File: config.mk
export PLATFORM = sky130hd
export DESIGN_NAME = lzbd_ctrl
export DESIGN_NICKNAME = d
export VERILOG_FILES = /design/src/hw/rtl/lzbd_pkg.sv /design/src/hw/rtl/lzbd_ctrl.sv
export SDC_FILE = /design/constraint.sdc
export NUM_CORES = 1
export LEC_CHECK = 0
export CAP_MARGIN = 0
export CORE_AREA = 2 2 39 41
export CTS_BUF_LIST = sky130_fd_sc_hd__clkbuf_8 sky130_fd_sc_hd__clkbuf_16
export DETAILED_ROUTE_END_ITERATION = 8
export DIE_AREA = 0 0 41 43
export DONT_BUFFER_PORTS = 1
export HOLD_SLACK_MARGIN = 0.1
export PLACE_DENSITY = 0.38
export SLEW_MARGIN = 20
export SYNTH_ARGS = -nofsm -noshare
export SYNTH_HDL_FRONTEND = slang
export SYNTH_SLANG_ARGS = --single-unit
File: constraint.sdc
create_clock -name clk -period 4.1 [get_ports clk]
set_clock_uncertainty 0.1 [all_clocks]
set_input_delay 0.205 -clock clk [delete_from_list [all_inputs] [get_ports clk]]
set_output_delay 0.205 -clock clk [all_outputs]
set_load 0.1 [all_outputs]
File: src/hw/rtl/lzbd_pkg.sv
// lzbd_pkg: shared types, decode phases and flag-bit decode function
// for the lzss bit-flag decompressor; no dependencies
package lzbd_pkg;

	typedef enum logic [5:0] {
		PH_TOP   = 6'd1,
		PH_KIND  = 6'd2,
		PH_L1    = 6'd3,
		PH_L2    = 6'd4,
		PH_L3    = 6'd5,
		PH_L4    = 6'd6,
		PH_L5    = 6'd7,
		PH_L6    = 6'd8,
		PH_L7    = 6'd9,
		PH_L8    = 6'd10,
		PH_N1    = 6'd11,
		PH_N2    = 6'd12,
		PH_N3    = 6'd13,
		PH_N4    = 6'd14,
		PH_N5    = 6'd15,
		PH_N6    = 6'd16,
		PH_N7    = 6'd17,
		PH_N8    = 6'd18,
		PH_N9    = 6'd19,
		PH_N10   = 6'd20,
		PH_S1    = 6'd21,
		PH_SEND  = 6'd22,
		PH_S2    = 6'd23,
		PH_S3    = 6'd24,
		PH_S4    = 6'd25,
		PH_LIT   = 6'd32,
		PH_LBYTE = 6'd33,
		PH_SBYTE = 6'd34,
		PH_NBYTE = 6'd35,
		PH_DONE  = 6'd36
	} phase_t;

	typedef enum logic [2:0] {
		ST_IDLE,
		ST_BITS,
		ST_RD,
		ST_WR,
		ST_END
	} state_t;

	localparam int DIST_W = 14;
	localparam int LEN_W  = 12;
	localparam int CNT_W  = 9;

	typedef struct packed {
		logic accept;
		logic bit_step;
		logic wr_step;
		logic end_load;
	} cmd_t;

	typedef struct packed {
		logic lit_go;
		logic copy_go;
		logic bit_go;
		logic copy_now;
		logic end_now;
		logic cnt_last;
		logic emit_need;
		logic out_free;
	} stat_t;

	typedef struct packed {
		phase_t              ph;
		logic [DIST_W-1:0]   span;
		logic [LEN_W-1:0]    len;
		logic                copy;
		logic [CNT_W-1:0]    clen;
		logic                ended;
	} bit_res_t;

	function automatic bit_res_t take_bit(phase_t ph, logic [DIST_W-1:0] span,
			logic [LEN_W-1:0] len, logic b);
		bit_res_t r;
		r.ph    = ph;
		r.span  = span;
		r.len   = len;
		r.copy  = 1'b0;
		r.clen  = CNT_W'(2);
		r.ended = 1'b0;
		unique case (ph)
			PH_TOP:  r.ph = b ? PH_LIT : PH_KIND;
			PH_KIND: r.ph = b ? PH_LBYTE : PH_SBYTE;
			PH_L1: begin
				if (!b) r.len = len + LEN_W'(256);
				r.ph = PH_L2;
			end
			PH_L2, PH_L3, PH_L5, PH_L7: begin
				if (b) begin
					r.span = span + DIST_W'(len);
					r.len  = '0;
					r.ph   = PH_N1;
				end else begin
					unique case (ph)
						PH_L2: begin
							r.span = span + DIST_W'(512);
							r.ph   = PH_L3;
						end
						PH_L3: begin
							r.len = len << 1;
							r.ph  = PH_L4;
						end
						PH_L5: begin
							r.len = len << 1;
							r.ph  = PH_L6;
						end
						default: begin
							r.span = span + DIST_W'(2048);
							r.len  = len << 1;
							r.ph   = PH_L8;
						end
					endcase
				end
			end
			PH_L4: begin
				if (!b) r.len = len + LEN_W'(256);
				r.span = span + DIST_W'(512);
				r.ph   = PH_L5;
			end
			PH_L6: begin
				if (!b) r.len = len + LEN_W'(256);
				r.span = span + DIST_W'(1024);
				r.ph   = PH_L7;
			end
			PH_L8: begin
				r.span = span + DIST_W'(b ? len : len + LEN_W'(256));
				r.len  = '0;
				r.ph   = PH_N1;
			end
			PH_N1, PH_N2, PH_N3, PH_N4: begin
				if (b) begin
					r.copy = 1'b1;
					r.clen = CNT_W'(ph - PH_N1) + CNT_W'(3);
					r.ph   = PH_TOP;
				end else begin
					r.ph = phase_t'(ph + 6'd1);
				end
			end
			PH_N5: r.ph = b ? PH_N6 : PH_N7;
			PH_N6: begin
				r.copy = 1'b1;
				r.clen = b ? CNT_W'(8) : CNT_W'(7);
				r.ph   = PH_TOP;
			end
			PH_N7: begin
				if (b) r.ph = PH_NBYTE;
				else begin
					r.len = LEN_W'(9);
					r.ph  = PH_N8;
				end
			end
			PH_N8: begin
				if (b) r.len = len + LEN_W'(4);
				r.ph = PH_N9;
			end
			PH_N9: begin
				if (b) r.len = len + LEN_W'(2);
				r.ph = PH_N10;
			end
			PH_N10: begin
				r.len  = len + LEN_W'(b);
				r.copy = 1'b1;
				r.clen = len[CNT_W-1:0] + CNT_W'(b);
				r.ph   = PH_TOP;
			end
			PH_S1: begin
				if (!b) begin
					if (span != DIST_W'(1)) begin
						r.copy = 1'b1;
						r.ph   = PH_TOP;
					end else begin
						r.ph = PH_SEND;
					end
				end else begin
					r.span = span + DIST_W'(256);
					r.ph   = PH_S2;
				end
			end
			PH_SEND: begin
				if (!b) begin
					r.ph    = PH_DONE;
					r.ended = 1'b1;
				end else begin
					r.ph = PH_TOP;
				end
			end
			PH_S2: begin
				if (!b) r.span = span + DIST_W'(1024);
				r.ph = PH_S3;
			end
			PH_S3: begin
				if (!b) r.span = span + DIST_W'(512);
				r.ph = PH_S4;
			end
			PH_S4: begin
				if (!b) r.span = span + DIST_W'(256);
				r.copy = 1'b1;
				r.ph   = PH_TOP;
			end
			default: r.ph = ph;
		endcase
		return r;
	endfunction

endpackage

File: src/hw/rtl/lzbd_ctrl.sv
// lzbd_ctrl: sequencer for byte intake, flag-bit steps and history copies
// depends on lzbd_pkg
module lzbd_ctrl
	import lzbd_pkg::*;
(
	input  logic  clk,
	input  logic  arst_n,
	input  logic  in_valid,
	output logic  in_ready,
	input  stat_t stat,
	output cmd_t  cmd
);
	state_t state_q, state_d;

	always_ff @(posedge clk or negedge arst_n) begin
		if (!arst_n) state_q <= ST_IDLE;
		else state_q <= state_d;
	end

	always_comb begin
		state_d = state_q;
		unique case (state_q)
			ST_IDLE: begin
				if (in_valid) begin
					if (stat.lit_go) state_d = ST_WR;
					else if (stat.copy_go) state_d = ST_RD;
					else state_d = ST_BITS;
				end
			end
			ST_BITS: begin
				if (!stat.bit_go) state_d = ST_IDLE;
				else if (stat.copy_now) state_d = ST_RD;
				else if (stat.end_now) state_d = ST_END;
			end
			ST_RD: state_d = ST_WR;
			ST_WR: begin
				if (!stat.emit_need || stat.out_free)
					state_d = stat.cnt_last ? ST_BITS : ST_RD;
			end
			ST_END: begin
				if (stat.out_free) state_d = ST_BITS;
			end
			default: state_d = ST_IDLE;
		endcase
	end

	always_comb begin
		in_ready     = (state_q == ST_IDLE);
		cmd.accept   = (state_q == ST_IDLE) && in_valid;
		cmd.bit_step = (state_q == ST_BITS) && stat.bit_go;
		cmd.wr_step  = (state_q == ST_WR) && (!stat.emit_need || stat.out_free);
		cmd.end_load = (state_q == ST_END) && stat.out_free;
	end

`ifndef SYNTHESIS
	a_one_action: assert property (@(posedge clk) disable iff (!arst_n)
		$onehot0({cmd.accept, cmd.bit_step, cmd.wr_step, cmd.end_load}))
		else $error("more than one datapath action in a cycle");
	a_rd_then_wr: assert property (@(posedge clk) disable iff (!arst_n)
		state_q == ST_RD |=> state_q == ST_WR)
		else $error("history read not followed by write");
	a_end_after_bit: assert property (@(posedge clk) disable iff (!arst_n)
		$rose(state_q == ST_END) |-> $past(cmd.bit_step))
		else $error("end marker without flag bit");
`endif
endmodule

==> results.txt <==
----------------------------------------------------
[Cells and area]
  # fillers ... 151
  Number of nets in the final layout ... 48
  Multi-input gate area in the final layout ... 204 sq um
  Sequential cell area in the final layout ... 75.1 sq um
  Final core occ ... 28.9%
  Leading registers by flop count ... state_q: 3 flops
  Area growth from synthesis to final layout ... 31.7%
  Antenna diode count ... 0
  Top reg by flops ... state_q
  Fraction of layout cells with a size suffix above 1 ... 30.6%
  Flip-flop count of the largest register, all copies and words added ... 3

[Yosys]
  Count of cell types in the netlist ... 24
  Mean Syn Cell Area ... 9.81 sq um
  Warnings from Yosys ... 0
  Synthesized instance count ... 31
  Synthesized Nets ... 42
  Post-synth design cell area ... 304 sq um
  Sequential cell area fraction in the yosys report ... 24.7%
  Synth Register Bits ... 3

[Placement]
  Number of input and output port buffers inserted ... 0
  Dpl hpwl ... 559 um
  Final estimated routing congestion in global placement ... 0.698

[Global routing]
  Global Route Usage Sum ... 9.88%
  Overflow after GRT ... 0
  Antenna violations before repair ... 0
  Number of global-route vias before repair ... 261
  Pin count of the biggest net entering global routing ... 12
  Wire length of the first global-routing pass ... 1100 um

[Pwr]
  Power density over the cells ... 893 nW/um^2
  Static leakage ... 0.160 nW
  Peak VDD IR ... 0.338 mV

[Setup path]
  Total stage count of the critical path ... 2
  Critical path peak fanout ... 10
  Largest incremental delay on the critical path ... 810 ps
  R2R depth ... 4
  Slowest stage cell, crit path ... and2_1
  Class of the most critical setup path ... register to output pin
  Type of element capturing the critical path ... output pin
  Worst path top cell family by delay ... simple AND/OR/NAND/NOR gates
  Terminus of the critical flop-to-flop path ... state_q[1]$_DFFE_PN0P_
  Arrival time at the worst endpoint ... 1840 ps
  Critical Path Start Type ... register
  Worst path cell trace ... nor3_2 -> and2_1
  Startpoint of the worst-slack reg-to-reg timing path ... state_q[2]$_DFFE_PN0P_
  Endpoint required time on the critical path ... 3800 ps
  Capturing element of the worst setup path ... cmd[3]
  Setup slack of the worst register-to-register path ... 2630 ps
  Worst setup path start ... state_q[2]$_DFFE_PN0P_
  Buffer and inverter count on the worst path ... 0

[Route]
  Via density per instance ... 4.67
  Antenna Nets Post-Route ... 0
  Violation count after the first detailed-routing iteration ... 3
  Number of iterations in the first detailed-routing pass ... 2
  DRC errors left ... 0
  Routed wirelength normalized by instance count ... 13.4 um
  Uppermost signal routing layer after detailed routing ... met3
  Met2 Routed Length ... 303 um
  Vias after detailed routing ... 243
  Routed metal-1 wire length ... 319 um
  Final wirelength ... 697 um
  Met3 wire length ... 73 um

[Die]
  Y dimension of the die ... 43 um
  Boundary pin count ... 16
  Core box area ... 1380 sq um
  Number of rows created at floorplan ... 14
  Die Outline Area ... 1760 sq um
  Die width ... 41 um
  Initial cell density of the core ... 22.0%

[Clock tree]
  Clock buffers created by TritonCTS ... 3
  Largest buffer count on any clock path ... 2
  Total of cells resized after clock tree synthesis ... 0
  Clock tree from TritonCTS ... built
  Sinks on Clock Net ... 3
  Setup bufs post-CTS ... 0
  Number of H-tree branching levels ... 1
  Clock slew seen by the registers of the worst setup and hold paths ... 30 ps
  Root buffer selected by CTS ... clkbuf_8
  Clock latency on the worst-skew pair ... 210 ps
  CTS hold repair buffers ... 2

[Timing]
  Min cycle time layout ... 2140 ps
  Final critical-path share of the clock period ... 52.3%
  Final hold violation count ... 0
  Total of endpoints with negative setup slack in the final report ... 0
  Max Slew Vio Count ... 0
  Unrepaired setup endpoints after global routing ... false
  Worst Max-Slew Pin Slew ... 1180 ps
  Sum Neg Setup Slack ... 0 ps
  Fmax ... 466 MHz
  Worst slew margin ... 21.1%

[Worst hold path]
  Worst hold path class ... input port to asynchronous set/reset pin

[Flow run]
  Count of maximum capacitance violations ... 0

[Outcome]
  Status ... finished, final reports clean

----------------------------------------------------
Yosys cell counts:
library cell	number	area [sq um]
a21oi_1	1	5.00
a221o_1	1	10.0
a22oi_1	1	7.51
a2bb2oi_1	1	8.76
a32o_1	1	10.0
and2_1	1	6.26
and3_1	1	6.26
buf_6	2	22.5
dfrtp_1	3	75.1
inv_1	3	11.3
mux2i_1	1	10.0
nand2_1	1	3.75
nand3b_1	1	7.51
nand4b_1	1	8.76
nand4bb_4	1	27.5
nor2_1	2	7.51
nor2_2	1	6.26
nor2b_1	1	6.26
nor3_1	1	5.00
nor3_2	2	20.0
nor4b_1	1	8.76
o22a_1	1	8.76
o22ai_1	1	6.26
o2bb2ai_2	1	15.0
stage by stage:
| step | instance area (sq um) | worst slack, ps | instances | hold slack (ps) | power, mW |
|---|---|---|---|---|---|
| after global placement | 335 | 2170 | 46 | -190 | 0.275 |
| after detailed placement | 335 | 2190 | 46 | -190 | 0.276 |
| final | 400 | 1960 | 52 | 144 | 0.358 |
| after CTS | 400 | 1950 | 52 | 146 | 0.363 |
| after floorplan | 304 | 241 | 31 | -191 | 0.244 |
| after global routing | 400 | 1880 | 52 | 152 | 0.380 |
cell families (layout without fill, tap and decap cells):
logic type	after synthesis	in the layout	share of synthesized area [%]
AND/OR/NAND/NOR	14	14	37.5
AO/OA/AOI/OAI	8	8	23.5
multiplexers	1	1	3.29
buffers and inverters	5	10	11.1
flip-flops	3	3	24.7
where the power goes:
group / switching (mW) / total, mW / internal [mW]
registers: 0.0308 / 0.0714 / 0.0406
clock network: 0.0184 / 0.0820 / 0.0636
logic: 0.139 / 0.204 / 0.0657
cell usage in the layout, fill, tap and decap left out:
cell / instances
a21oi_2: 1
a221o_1: 1
a22oi_1: 1
a2bb2oi_1: 1
a32o_1: 1
and2_1: 1
and3_1: 1
clkbuf_16: 1
clkbuf_8: 3
dfrtp_1: 3
dlygate4sd3_1: 2
inv_1: 4
mux2i_1: 1
nand2_1: 1
nand3b_1: 1
nand4b_1: 1
nand4bb_4: 1
nor2_1: 2
nor2_2: 1
nor2b_1: 1
nor3_2: 3
nor4b_1: 1
o22a_1: 1
o22ai_1: 1
o2bb2ai_2: 1
per-layer routing:
layer / vias up / global-route usage (%)
met4: 0 / 6.00
met5: - / 0
met1: 106 / 12.1
met3: 0 / 5.76
li1: 128 / -
met2: 9 / 12.8
worst min-delay path by stage:
stage / from / endpoint / slack (ps) / depth (start not counted)
2_1_floorplan: arst_n / state_q[0]$_DFFE_PN0P_ / -190 / 0
3_3_place_gp: arst_n / state_q[0]$_DFFE_PN0P_ / -190 / 0
3_5_place_dp: arst_n / state_q[1]$_DFFE_PN0P_ / -190 / 0
4_1_cts: arst_n / state_q[0]$_DFFE_PN0P_ / 150 / 1
5_1_grt: arst_n / state_q[1]$_DFFE_PN0P_ / 150 / 1
6_report: arst_n / state_q[0]$_DFFE_PN0P_ / 140 / 1
area by class of cell:
type / instances / area share, %
multi-input cells: 23 / 50.9
clock buffers: 3 / 10.3
well taps: 16 / 5.00
inverters: 3 / 2.81
repair buffers: 3 / 11.2
clock inverters: 1 / 0.938
flip-flops and latches: 3 / 18.8
Note: power is estimated with default switching activity, not from simulation.
